$ cat src/hdl/sha1_message_digest_assert.svh
// Assertion macros shared by the sha1 digest modules.
// Each macro takes a label, clock, reset and the two sides of an implication.
`ifndef SHA1_MESSAGE_DIGEST_ASSERT_SVH
`define SHA1_MESSAGE_DIGEST_ASSERT_SVH

`ifndef SYNTHESIS

// Same-cycle implication.
`define SMD_ASSERT_NOW(label, clk, rst, lhs, rhs) \
  label: assert property (@(posedge clk) disable iff (rst) (lhs) |-> (rhs)) \
    else $error("sha1 digest assertion failed");

// Next-cycle implication.
`define SMD_ASSERT_NEXT(label, clk, rst, lhs, rhs) \
  label: assert property (@(posedge clk) disable iff (rst) (lhs) |=> (rhs)) \
    else $error("sha1 digest assertion failed");

`else

`define SMD_ASSERT_NOW(label, clk, rst, lhs, rhs)
`define SMD_ASSERT_NEXT(label, clk, rst, lhs, rhs)

`endif

`endif

$ cat src/hdl/smd_pkg.sv
package smd_pkg;

  // SHA-1 initial chaining words
  localparam logic [31:0] IV0 = 32'h67452301;
  localparam logic [31:0] IV1 = 32'hEFCDAB89;
  localparam logic [31:0] IV2 = 32'h98BADCFE;
  localparam logic [31:0] IV3 = 32'h10325476;
  localparam logic [31:0] IV4 = 32'hC3D2E1F0;

  // round constants
  localparam logic [31:0] K0 = 32'h5A827999;
  localparam logic [31:0] K1 = 32'h6ED9EBA1;
  localparam logic [31:0] K2 = 32'h8F1BBCDC;
  localparam logic [31:0] K3 = 32'hCA62C1D6;

  localparam logic [6:0] ROUND_LAST   = 7'd79;
  localparam logic [6:0] ROUND_PHASE1 = 7'd20;
  localparam logic [6:0] ROUND_PHASE2 = 7'd40;
  localparam logic [6:0] ROUND_PHASE3 = 7'd60;

  localparam logic [5:0] POS_LAST    = 6'd63;
  localparam logic [5:0] POS_PRE_LEN = 6'd55;  // last slot before the length field
  localparam logic [7:0] PAD_MARK    = 8'h80;

  typedef enum logic [6:0] {
    ST_IDLE     = 7'b0000001,
    ST_PAD_MARK = 7'b0000010,
    ST_PAD_ZERO = 7'b0000100,
    ST_PAD_LEN  = 7'b0001000,
    ST_ROUND    = 7'b0010000,
    ST_FOLD     = 7'b0100000,
    ST_EMIT     = 7'b1000000
  } state_t;

  typedef enum logic [1:0] {
    SEL_MSG,
    SEL_MARK,
    SEL_ZERO,
    SEL_LEN
  } byte_sel_t;

  typedef enum logic [1:0] {
    FN_CH,
    FN_PAR_A,
    FN_MAJ,
    FN_PAR_B
  } round_fn_t;

  typedef struct packed {
    logic      push;
    byte_sel_t byte_sel;
    logic      load_work;
    logic      round_step;
    round_fn_t round_fn;
    logic      fold;
    logic      emit;
  } cmd_t;

  typedef struct packed {
    logic pos_last;
    logic pos_pre_len;
  } sts_t;

endpackage

$ cat src/hdl/smd_ctrl.sv
`include "sha1_message_digest_assert.svh"

module smd_ctrl (
  input  logic          clk,
  input  logic          rst,
  input  logic          in_valid,
  output logic          in_stall,
  input  logic          byte_valid,
  input  logic          end_of_message,
  output logic          out_valid,
  input  logic          out_stall,
  input  smd_pkg::sts_t sts,
  output smd_pkg::cmd_t cmd
);

  smd_pkg::state_t state, state_next;
  smd_pkg::state_t resume, resume_next;
  logic [6:0]      rnd, rnd_next;
  logic            out_valid_next;

  always_ff @(posedge clk) begin
    if (rst) begin
      state     <= smd_pkg::ST_IDLE;
      resume    <= smd_pkg::ST_IDLE;
      rnd       <= '0;
      out_valid <= 1'b0;
    end else begin
      state     <= state_next;
      resume    <= resume_next;
      rnd       <= rnd_next;
      out_valid <= out_valid_next;
    end
  end

  // no word is taken while reset is held
  assign in_stall = rst || (state != smd_pkg::ST_IDLE);

  always_comb begin
    state_next     = state;
    resume_next    = resume;
    rnd_next       = rnd;
    out_valid_next = out_valid & out_stall;

    cmd            = '0;
    cmd.byte_sel   = smd_pkg::SEL_MSG;
    if (rnd < smd_pkg::ROUND_PHASE1)      cmd.round_fn = smd_pkg::FN_CH;
    else if (rnd < smd_pkg::ROUND_PHASE2) cmd.round_fn = smd_pkg::FN_PAR_A;
    else if (rnd < smd_pkg::ROUND_PHASE3) cmd.round_fn = smd_pkg::FN_MAJ;
    else                                  cmd.round_fn = smd_pkg::FN_PAR_B;

    case (state)
      smd_pkg::ST_IDLE: begin
        if (in_valid) begin
          cmd.push = byte_valid;
          if (byte_valid && sts.pos_last) begin
            cmd.load_work = 1'b1;
            state_next    = smd_pkg::ST_ROUND;
            resume_next   = end_of_message ? smd_pkg::ST_PAD_MARK : smd_pkg::ST_IDLE;
          end else if (end_of_message) begin
            state_next = smd_pkg::ST_PAD_MARK;
          end
        end
      end
      smd_pkg::ST_PAD_MARK: begin
        cmd.push     = 1'b1;
        cmd.byte_sel = smd_pkg::SEL_MARK;
        if (sts.pos_last) begin
          cmd.load_work = 1'b1;
          state_next    = smd_pkg::ST_ROUND;
          resume_next   = smd_pkg::ST_PAD_ZERO;
        end else if (sts.pos_pre_len) begin
          state_next = smd_pkg::ST_PAD_LEN;
        end else begin
          state_next = smd_pkg::ST_PAD_ZERO;
        end
      end
      smd_pkg::ST_PAD_ZERO: begin
        cmd.push     = 1'b1;
        cmd.byte_sel = smd_pkg::SEL_ZERO;
        if (sts.pos_last) begin
          cmd.load_work = 1'b1;
          state_next    = smd_pkg::ST_ROUND;
          resume_next   = smd_pkg::ST_PAD_ZERO;
        end else if (sts.pos_pre_len) begin
          state_next = smd_pkg::ST_PAD_LEN;
        end
      end
      smd_pkg::ST_PAD_LEN: begin
        cmd.push     = 1'b1;
        cmd.byte_sel = smd_pkg::SEL_LEN;
        if (sts.pos_last) begin
          cmd.load_work = 1'b1;
          state_next    = smd_pkg::ST_ROUND;
          resume_next   = smd_pkg::ST_EMIT;
        end
      end
      smd_pkg::ST_ROUND: begin
        cmd.round_step = 1'b1;
        if (rnd == smd_pkg::ROUND_LAST) begin
          rnd_next   = '0;
          state_next = smd_pkg::ST_FOLD;
        end else begin
          rnd_next = rnd + 7'd1;
        end
      end
      smd_pkg::ST_FOLD: begin
        cmd.fold   = 1'b1;
        state_next = resume;
      end
      smd_pkg::ST_EMIT: begin
        if (!out_valid || !out_stall) begin
          cmd.emit       = 1'b1;
          out_valid_next = 1'b1;
          state_next     = smd_pkg::ST_IDLE;
        end
      end
      default: begin
        state_next = smd_pkg::ST_IDLE;
      end
    endcase
  end

  `SMD_ASSERT_NEXT(a_round_to_fold, clk, rst,
                   state == smd_pkg::ST_ROUND && rnd == smd_pkg::ROUND_LAST,
                   state == smd_pkg::ST_FOLD)
  `SMD_ASSERT_NEXT(a_len_full_emits, clk, rst,
                   state == smd_pkg::ST_PAD_LEN && sts.pos_last,
                   state == smd_pkg::ST_ROUND && resume == smd_pkg::ST_EMIT)
  `SMD_ASSERT_NEXT(a_emit_waits, clk, rst,
                   state == smd_pkg::ST_EMIT && out_valid && out_stall,
                   state == smd_pkg::ST_EMIT && out_valid)

endmodule

$ cat src/hdl/smd_datapath.sv
`include "sha1_message_digest_assert.svh"

module smd_datapath (
  input  logic          clk,
  input  logic          rst,
  input  logic [7:0]    message_byte,
  input  smd_pkg::cmd_t cmd,
  output smd_pkg::sts_t sts,
  output logic [31:0]   digest_word0,
  output logic [31:0]   digest_word1,
  output logic [31:0]   digest_word2,
  output logic [31:0]   digest_word3,
  output logic [31:0]   digest_word4
);

  // 16-word window: bytes shift in during fill, schedule words during rounds
  logic [511:0] window;
  logic [31:0]  wa, wb, wc, wd, we;
  logic [31:0]  chain [5];
  logic [63:0]  bit_total;
  logic [5:0]   pos;

  logic [7:0]   push_byte;
  logic [7:0]   len_byte;
  logic [31:0]  w_cur, w_mix, w_new;
  logic [31:0]  f_val, k_val, t_val;

  assign sts.pos_last    = (pos == smd_pkg::POS_LAST);
  assign sts.pos_pre_len = (pos == smd_pkg::POS_PRE_LEN);

  // length field, most significant byte at slot 56
  assign len_byte = 8'(bit_total >> {~pos[2:0], 3'b000});

  always_comb begin
    case (cmd.byte_sel)
      smd_pkg::SEL_MSG:  push_byte = message_byte;
      smd_pkg::SEL_MARK: push_byte = smd_pkg::PAD_MARK;
      smd_pkg::SEL_ZERO: push_byte = 8'h00;
      smd_pkg::SEL_LEN:  push_byte = len_byte;
      default:           push_byte = 8'h00;
    endcase
  end

  // window slot 0 holds w[t]; next word from slots 13, 8, 2, 0
  assign w_cur = window[511:480];
  assign w_mix = window[95:64] ^ window[255:224] ^ window[447:416] ^ w_cur;
  assign w_new = {w_mix[30:0], w_mix[31]};

  always_comb begin
    case (cmd.round_fn)
      smd_pkg::FN_CH: begin
        f_val = (wb & wc) | (~wb & wd);
        k_val = smd_pkg::K0;
      end
      smd_pkg::FN_PAR_A: begin
        f_val = wb ^ wc ^ wd;
        k_val = smd_pkg::K1;
      end
      smd_pkg::FN_MAJ: begin
        f_val = (wb & wc) | (wb & wd) | (wc & wd);
        k_val = smd_pkg::K2;
      end
      smd_pkg::FN_PAR_B: begin
        f_val = wb ^ wc ^ wd;
        k_val = smd_pkg::K3;
      end
      default: begin
        f_val = '0;
        k_val = '0;
      end
    endcase
  end

  assign t_val = {wa[26:0], wa[31:27]} + f_val + we + k_val + w_cur;

  // control-side counters and chaining state
  always_ff @(posedge clk) begin
    if (rst) begin
      pos       <= '0;
      bit_total <= '0;
      chain[0]  <= smd_pkg::IV0;
      chain[1]  <= smd_pkg::IV1;
      chain[2]  <= smd_pkg::IV2;
      chain[3]  <= smd_pkg::IV3;
      chain[4]  <= smd_pkg::IV4;
    end else begin
      if (cmd.push) begin
        pos <= pos + 6'd1;
        if (cmd.byte_sel == smd_pkg::SEL_MSG) begin
          bit_total <= bit_total + 64'd8;
        end
      end
      if (cmd.fold) begin
        chain[0] <= chain[0] + wa;
        chain[1] <= chain[1] + wb;
        chain[2] <= chain[2] + wc;
        chain[3] <= chain[3] + wd;
        chain[4] <= chain[4] + we;
      end
      if (cmd.emit) begin
        bit_total <= '0;
        chain[0]  <= smd_pkg::IV0;
        chain[1]  <= smd_pkg::IV1;
        chain[2]  <= smd_pkg::IV2;
        chain[3]  <= smd_pkg::IV3;
        chain[4]  <= smd_pkg::IV4;
      end
    end
  end

  // payload registers
  always_ff @(posedge clk) begin
    if (cmd.push) begin
      window <= {window[503:0], push_byte};
    end else if (cmd.round_step) begin
      window <= {window[479:0], w_new};
    end
    if (cmd.load_work) begin
      wa <= chain[0];
      wb <= chain[1];
      wc <= chain[2];
      wd <= chain[3];
      we <= chain[4];
    end else if (cmd.round_step) begin
      wa <= t_val;
      wb <= wa;
      wc <= {wb[1:0], wb[31:2]};
      wd <= wc;
      we <= wd;
    end
    if (cmd.emit) begin
      digest_word0 <= chain[0];
      digest_word1 <= chain[1];
      digest_word2 <= chain[2];
      digest_word3 <= chain[3];
      digest_word4 <= chain[4];
    end
  end

  `SMD_ASSERT_NOW(a_push_not_round, clk, rst, cmd.push, !cmd.round_step && !cmd.fold)
  `SMD_ASSERT_NEXT(a_emit_reinit, clk, rst, cmd.emit,
                   bit_total == 64'd0 && pos == 6'd0 && chain[0] == smd_pkg::IV0)

endmodule

$ cat src/hdl/sha1_message_digest.sv
// Channel  Direction  Handshake             Word
// -------  ---------  --------------------  -----------------------------------------
// in       to block   in_valid / in_stall   byte_valid, message_byte, end_of_message
// out      from block out_valid / out_stall digest_word0 .. digest_word4
//
// Intake: message bytes are taken while idle; each full 64-byte block then holds the
//   input stalled while its 80 rounds run on one shared round unit and one fold
//   adds the result into the chaining words.
// End of message: the padding bytes are pushed one after another (up to 64, 72 when
//   the padding crosses a block boundary), then one or two extra compressions run
//   and the digest is loaded.
// Reset: synchronous, active high; chaining words return to the SHA-1 start values.
// Stalls: the digest waits in its output register; input resumes while it waits,
//   and only a second digest blocks until the first is taken.

module sha1_message_digest (
  input  logic        clk,
  input  logic        rst,
  input  logic        in_valid,
  output logic        in_stall,
  input  logic        byte_valid,
  input  logic [7:0]  message_byte,
  input  logic        end_of_message,
  output logic        out_valid,
  input  logic        out_stall,
  output logic [31:0] digest_word0,
  output logic [31:0] digest_word1,
  output logic [31:0] digest_word2,
  output logic [31:0] digest_word3,
  output logic [31:0] digest_word4
);

  // command and status between sequencer and datapath
  smd_pkg::cmd_t cmd;
  smd_pkg::sts_t sts;

  // sequencer: byte intake, padding, round counting, digest handoff
  smd_ctrl u_ctrl (
    .clk            (clk),
    .rst            (rst),
    .in_valid       (in_valid),
    .in_stall       (in_stall),
    .byte_valid     (byte_valid),
    .end_of_message (end_of_message),
    .out_valid      (out_valid),
    .out_stall      (out_stall),
    .sts            (sts),
    .cmd            (cmd)
  );

  // datapath: block window, round unit, chaining words, length, digest words
  smd_datapath u_datapath (
    .clk          (clk),
    .rst          (rst),
    .message_byte (message_byte),
    .cmd          (cmd),
    .sts          (sts),
    .digest_word0 (digest_word0),
    .digest_word1 (digest_word1),
    .digest_word2 (digest_word2),
    .digest_word3 (digest_word3),
    .digest_word4 (digest_word4)
  );

endmodule
$ cat config.mk
export PLATFORM = sky130hd
export DESIGN_NAME = sha1_message_digest
export DESIGN_NICKNAME = d
export VERILOG_FILES = /design/src/hdl/smd_pkg.sv /design/src/hdl/smd_ctrl.sv /design/src/hdl/smd_datapath.sv /design/src/hdl/sha1_message_digest.sv
export VERILOG_INCLUDE_DIRS = /design/src /design/src/hdl
export SDC_FILE = /design/constraint.sdc
export NUM_CORES = 2
export LEC_CHECK = 0
export ABC_AREA = 1
export BUFFER_PORTS_ARGS = -buffer_cell sky130_fd_sc_hd__buf_2
export CAP_MARGIN = 10
export CORE_ASPECT_RATIO = 0.75
export CORE_MARGIN = 4
export CORE_UTILIZATION = 57
export DETAILED_ROUTE_END_ITERATION = 12
export HOLD_SLACK_MARGIN = 0.1
export PLACE_DENSITY = 0.83
export SYNTH_ARGS = -nofsm -noshare
export SYNTH_HDL_FRONTEND = slang
export SYNTH_SLANG_ARGS = --single-unit
$ cat constraint.sdc
create_clock -name clk -period 12.61 [get_ports clk]
set_clock_uncertainty 0.05 [all_clocks]
set_input_delay 0 -clock clk [delete_from_list [all_inputs] [get_ports clk]]
set_output_delay 0 -clock clk [all_outputs]
set_load 0.1 [all_outputs]
# Word level (Yosys, flattened, before mapping)
# Memories as Yosys holds them, arrays and structs flattened.
# Cells that the tools add are included.
[word_totals] register_bits=924 mem_bits_rw=160 inputBits=14 output_inout_bits=162 wordCells=168 memories=1
[classes] add_sub_neg=12 n_lt_le_gt_ge=3 n_eq_ne=25 shift=1 muxes=67 bitwise_logic=25 reduce_logical=17
[memory_table] memory="u_datapath.chain" words=5 word_bits=32 read_ports=5 rd_clocked_by_memory_dff=0 wr=5 line="smd_datapath.sv:19" source="logic [31:0] chain [5];"
[op_table] op="$mux W512" count=2
[op_table] op="$mux W32" count=20
[op_table] op="$add A32 B32 Y32" count=9
[op_table] op="$xor A32 B32 Y32" count=5
[op_table] op="$and A32 B32 Y32" count=4
[op_table] op="$pmux W32 S4" count=1
[op_table] op="$or A32 B32 Y32" count=3
[op_table] op="$pmux W32 S3" count=1
[op_table] op="$mux W7" count=13
[op_table] op="$add A64 B4 Y64 const B" count=1
[op_table] op="$shr A64 B6 Y8" count=1
[op_table] op="$pmux W7 S7" count=1
[op_table] op="$not A32 Y32" count=1
[op_table] op="$pmux W8 S4" count=1
[op_table] op="$pmux W7 S3" count=1
[op_table] op="$mux W1" count=19
[op_table] op="$eq A7 B7 Y1 const B" count=2
[op_table] op="$lt A7 B6 Y1 const B" count=2
[op_table] op="$eq A6 B6 Y1 const B" count=2
[op_table] op="$ne A2 B1 Y1 const B" count=5
[op_table] op="$or A1 B1 Y1" count=10
[op_table] op="$eq A2 B2 Y1 const B" count=4
[op_table] op="$add A7 B1 Y7 const B" count=1
[op_table] op="$eq A7 B1 Y1 const B" count=1
[op_table] op="other kinds (29)" count=40

# Logic depth before layout (Yosys ltp)
[logic_depth] ltp_word=13 depth_mapped=32 ltp_nobuf=29

# Cells and area by module
# A second synthesis with hierarchy kept.
[unflattened] hier_cells=7879 area_unflattened_um2=62573.8
[by_module_without_submodules] module="smd_datapath" n_inst=1 cells_each=7691 area_each_um2=61318.8 seq_area_each_um2=29528.3
[by_module_without_submodules] module="smd_ctrl" n_inst=1 cells_each=188 area_each_um2=1255.0 seq_area_each_um2=380.4

# Worst setup path before layout
# OpenSTA, ideal clock, no wires.
[synth_path] kind="reg-to-reg" start="reg u_ctrl.state[1]" end="reg u_datapath.window[0] (enable)" setup_time_ps=3688 arrival_ps=9707 required_time_ps=8872 path_slack_ps=-835 path_stages_with_launch=10 n_path_buf=2 synth_period_minus_slack_ps=13445 cell_sequence="dfxtp_1 -> nor2_1 -> nand3_1 -> a21oi_1 -> inv_1 -> nand2_1 -> nor2_4 -> buf_2 -> clkbuf_1 -> nand2_1"
[synth_via] elab_chain_cells=4 elab_cells_between_ends=9 classes_between="eq/ne: 5; mux: 2; reduce/logical: 2"
[synth_rtl] element="start, declared" line="smd_ctrl.sv:16" source="smd_pkg::state_t state, state_next;"
[synth_rtl] element="start signal, assigned" line="smd_ctrl.sv:23" source="state <= smd_pkg::ST_IDLE;"
[synth_rtl] element="start signal, assigned" line="smd_ctrl.sv:28" source="state <= state_next;"
[synth_rtl] element="$eq A7 B2 Y1, or another cell as far along" line="smd_ctrl.sv:51" source="case (state)"
[synth_rtl] element="$reduce_or A3 Y1 (no line)"
[synth_rtl] element="$pmux W1 S2" line="smd_ctrl.sv:51"
[synth_rtl] element="$reduce_bool A2 Y1 (no line) *"
[synth_rtl] element="end signal, assigned" line="smd_datapath.sv:114" source="window <= {window[503:0], push_byte};"
[synth_rtl] element="end signal, assigned" line="smd_datapath.sv:116" source="window <= {window[479:0], w_new};"
[synth_rtl] element="end, declared" line="smd_datapath.sv:17" source="logic [511:0] window;"
# Every way passes the cells marked *; elsewhere a longest branch is shown, timed or not.
# A chain may end at the register's enable or synchronous reset.

# Final worst setup path
[layout_path] start="reg u_ctrl.state[4]" end="reg u_datapath.wc[13] (enable)"
[layout_via] elab_chain_cells=4 elab_cells_between_ends=9 classes_between="eq/ne: 5; mux: 2; reduce/logical: 2"
[layout_rtl] element="$eq A7 B2 Y1, or another cell as far along" line="smd_ctrl.sv:51"
[layout_rtl] element="$reduce_or A3 Y1 (no line)"
[layout_rtl] element="$pmux W1 S2" line="smd_ctrl.sv:51"
[layout_rtl] element="$reduce_bool A2 Y1 (no line) *"
[layout_rtl] element="end signal, assigned" line="smd_datapath.sv:121" source="wc <= chain[2];"
[layout_rtl] element="end signal, assigned" line="smd_datapath.sv:127" source="wc <= {wb[1:0], wb[31:2]};"
[layout_rtl] element="end, declared" line="smd_datapath.sv:18" source="logic [31:0] wa, wb, wc, wd, we;"
# Marked as above.

==> impl_metrics.yaml <==
global_route:
  grt_pass1_wl_mm: 279
  overflow: 0
  grt_pass1_vias: 46011
  antenna_found_initial: 4
  grt_max_degree: 189
  grt_usage_pct: 32.4
timing:
  rsz0062_at_grt: "no"
  hold_viol: 0
  tightest_slew_ns: 1.14
  finalCritPeriodShare_pct: 51.4
  fin_hold_ws_ns: 0.150
  fin_crit_ns: 6.48
  drv_slew: 0
  setup-tns-final_ns: 0
  setup_violations: 0
  slew_headroom_pct: 23.4
  max_freq_mhz: 154
yosys:
  synth_edf_count: 992
  synth_top_area_share_pct: 48.5
  synth_warnings: 0
  async_reset_ff_share_pct: 0
  syn_nets: 7272
  synth-seq-area-share_pct: 51.3
  yosysTopAreaCell: "edfxtp_1"
  synth_ff_type: "edfxtp_1"
  synth_area_sq_um: 61400
  synth_cells: 6904
  ys_seq_elements: 1078
  ys_types: 49
  ys_top_cells_by_area: "edfxtp_1 49%, nand2_1 12%, inv_1 5.7%"
  avgSynthCellArea_sq_um: 8.89
detailed_routing:
  antenna_left: 0
  wl_per_cell_um: 21.9
  vias: 49915
  drt_first_iter_violations: 6735
  drc_errors: 0
  viasPerCell: 5.84
  totalWireLength_mm: 187
  dr.pass1.iters: 8
setup_path:
  path_max_fanout: 188
  crit_top_cell: "buf_4"
  crit_family: "buffers and inverters"
  path_buf_inv: 5
  cp_data_required_time_ns: 12.90
  critical_path_class: "reg2reg"
  cpMaxStageDelayCell: "buf_4"
  startpoint_type: "register"
  slowest_delay_ns: 0.85
  critPathArrivalTime_ns: 6.77
  path_cells: "nor2_4 -> nand2_2 -> inv_2 -> nand2_2 -> nor2_4 -> buf_4 -> inv_2 -> nand2_8 -> nand2_4 -> buf_4 -> nand2_4 -> buf_4"
  cp-end-kind: "register"
clocking:
  cts_buffers: 105
  clk_latency_ns: 0.73
  cts_tree: "yes"
  clk_path_buf_depth: 3
  cts-root-buf: "clkbuf_16"
  clkSinkCount: 1078
  h-tree-depth: 3
  path_clk_slew_ns: 0.06
floorplanning:
  die_h_um: 292
  dieArea_sq_um: 113000
  fp.coreArea_sq_um: 106000
  die_w_um: 387
  io_pins: 176
  start_util_pct: 57.9
  row_count: 103
power:
  peakVddDrop_v: 0.000140
  p_leak_nw: 27.3
  p_per_area_nw_per_um2: 154
run_status:
  status: "finished, final reports clean"
place:
  port_buffers: 175
  dpl.hpwl_mm: 140
  gp_congestion: 1.03
layout:
  fill_cells: 8727
  nets: 7404
  final_common_cell: "nand2_1"
  most-common-layout-cells: "1885 x nand2_1, 992 x edfxtp_1, 926 x inv_1, 678 x o21ai_0, 482 x nor2_1"
  drive_gt1_share_pct: 5.82
  area_growth_pct: 9.52
run:
  maxCapViolations: 0
min_path:
  hold_class: "in2reg"
==> routing by layer <==
metal | wire length, um | share of wire (%) | global-route usage [%]
met2 | 74200 | 40 | 43.8
met5 | 13 | 0.0069 | 0
met1 | 80100 | 43 | 49.1
met3 | 28600 | 15 | 12.7
met4 | 4120 | 2.2 | 7.06
==> worst reg2reg max path, stage by stage (launching register included) <==
cell and delay, ns:
dfxtp_1 0.35, nor2_4 0.14, nand2_2 0.11, inv_2 0.08
nand2_2 0.10, nor2_4 0.09, buf_4 0.60, inv_2 0.65
nand2_8 0.84, nand2_4 0.85, buf_4 0.61, nand2_4 0.72
buf_4 0.86
==> cells in the mapped netlist (26+ instances only) <==
cell	number
xor2_1	60
buf_2	70
dfxtp_1	86
o21bai_1	34
nor3_1	70
ha_1	229
nand2_1	1888
nand3_1	282
a22oi_1	31
nor2_1	484
clkbuf_1	85
nand4_1	46
fa_1	125
o21a_1	26
inv_1	927
a21oi_1	375
xnor2_1	96
edfxtp_1	992
buf_4	34
o21ai_1	120
o21ai_0	678
==> what timing repair did <==
action                                 CTS  global route
endpoints found under the hold margin  115             0
buffers inserted                         0             0
hold buffers                            22             0
resized for setup                        0             0
==> power by group <==
group | internal [mW] | switching [mW] | leakage, nW | total [mW]
logic | 0.600 | 1.40 | 15.6 | 2.00
registers | 4.65 | 0.260 | 9.92 | 4.91
clock network | 2.00 | 1.45 | 1.80 | 3.45
==> through the flow <==
stage                     utilization [%]  cell area [sq um]  setup WS [ns]  instances  power (mW)
after global routing                 63.4              67200           5.78       8545        10.8
after global placement               59.6              63300           6.47       8324        6.83
final                                63.4              67200           6.13       8546        10.4
after detailed placement             59.6              63300           6.36       8324        6.91
after CTS                            63.4              67200           6.29       8545        10.4
after floorplan                         -              61400          0.143       6904        6.47
==> path summary, 6_finish.rpt <==
check                    from                   end  slack [ns]  depth (start not counted)
max           u_ctrl.state[4]     u_datapath.wc[13]        6.13                         12
min           message_byte[3]  u_datapath.window[3]        0.15                          4
max reg2reg   u_ctrl.state[4]     u_datapath.wc[13]        6.13                         12
min reg2reg  u_ctrl.resume[6]       u_ctrl.state[6]        0.42                          2
==> cell families after synthesis <==
kind of cell | after synthesis | share of synthesized area [%]
AND/OR/NAND/NOR | 2840 | 18.7
XOR/XNOR | 156 | 2.23
flip-flops | 1078 | 51.3
AO/OA/AOI/OAI | 1333 | 11.5
buffers and inverters | 1143 | 7.52
adder cells (fa/ha/maj) | 354 | 8.75
==> registers in the layout (all words and copies together), names as in the netlist, 32 cells and up <==
name / flops
u_datapath.digest_word0: 32
u_datapath.chain: 160
u_datapath.window: 512
u_datapath.digest_word4: 32
u_datapath.wa: 32
u_datapath.digest_word3: 32
u_datapath.wb: 32
u_datapath.bit_total: 61
u_datapath.digest_word1: 32
u_datapath.wc: 32
u_datapath.we: 32
u_datapath.wd: 32
u_datapath.digest_word2: 32
==> area by class of cell <==
| type | instances | area (sq um) | area share, % |
|---|---|---|---|
| Tap cell | 1417 | 1770 | 2.64 |
| Multi-Input combinational cell | 4683 | 25300 | 37.6 |
| Inverter | 936 | 3520 | 5.23 |
| Sequential cell | 1078 | 31500 | 46.9 |
| Clock buffer | 125 | 2750 | 4.08 |
| Timing Repair Buffer | 232 | 1370 | 2.04 |
| Antenna cell | 1 | 2.50 | 0.00372 |
| Clock inverter | 74 | 992 | 1.48 |
Power figures use the tool's default switching activity.
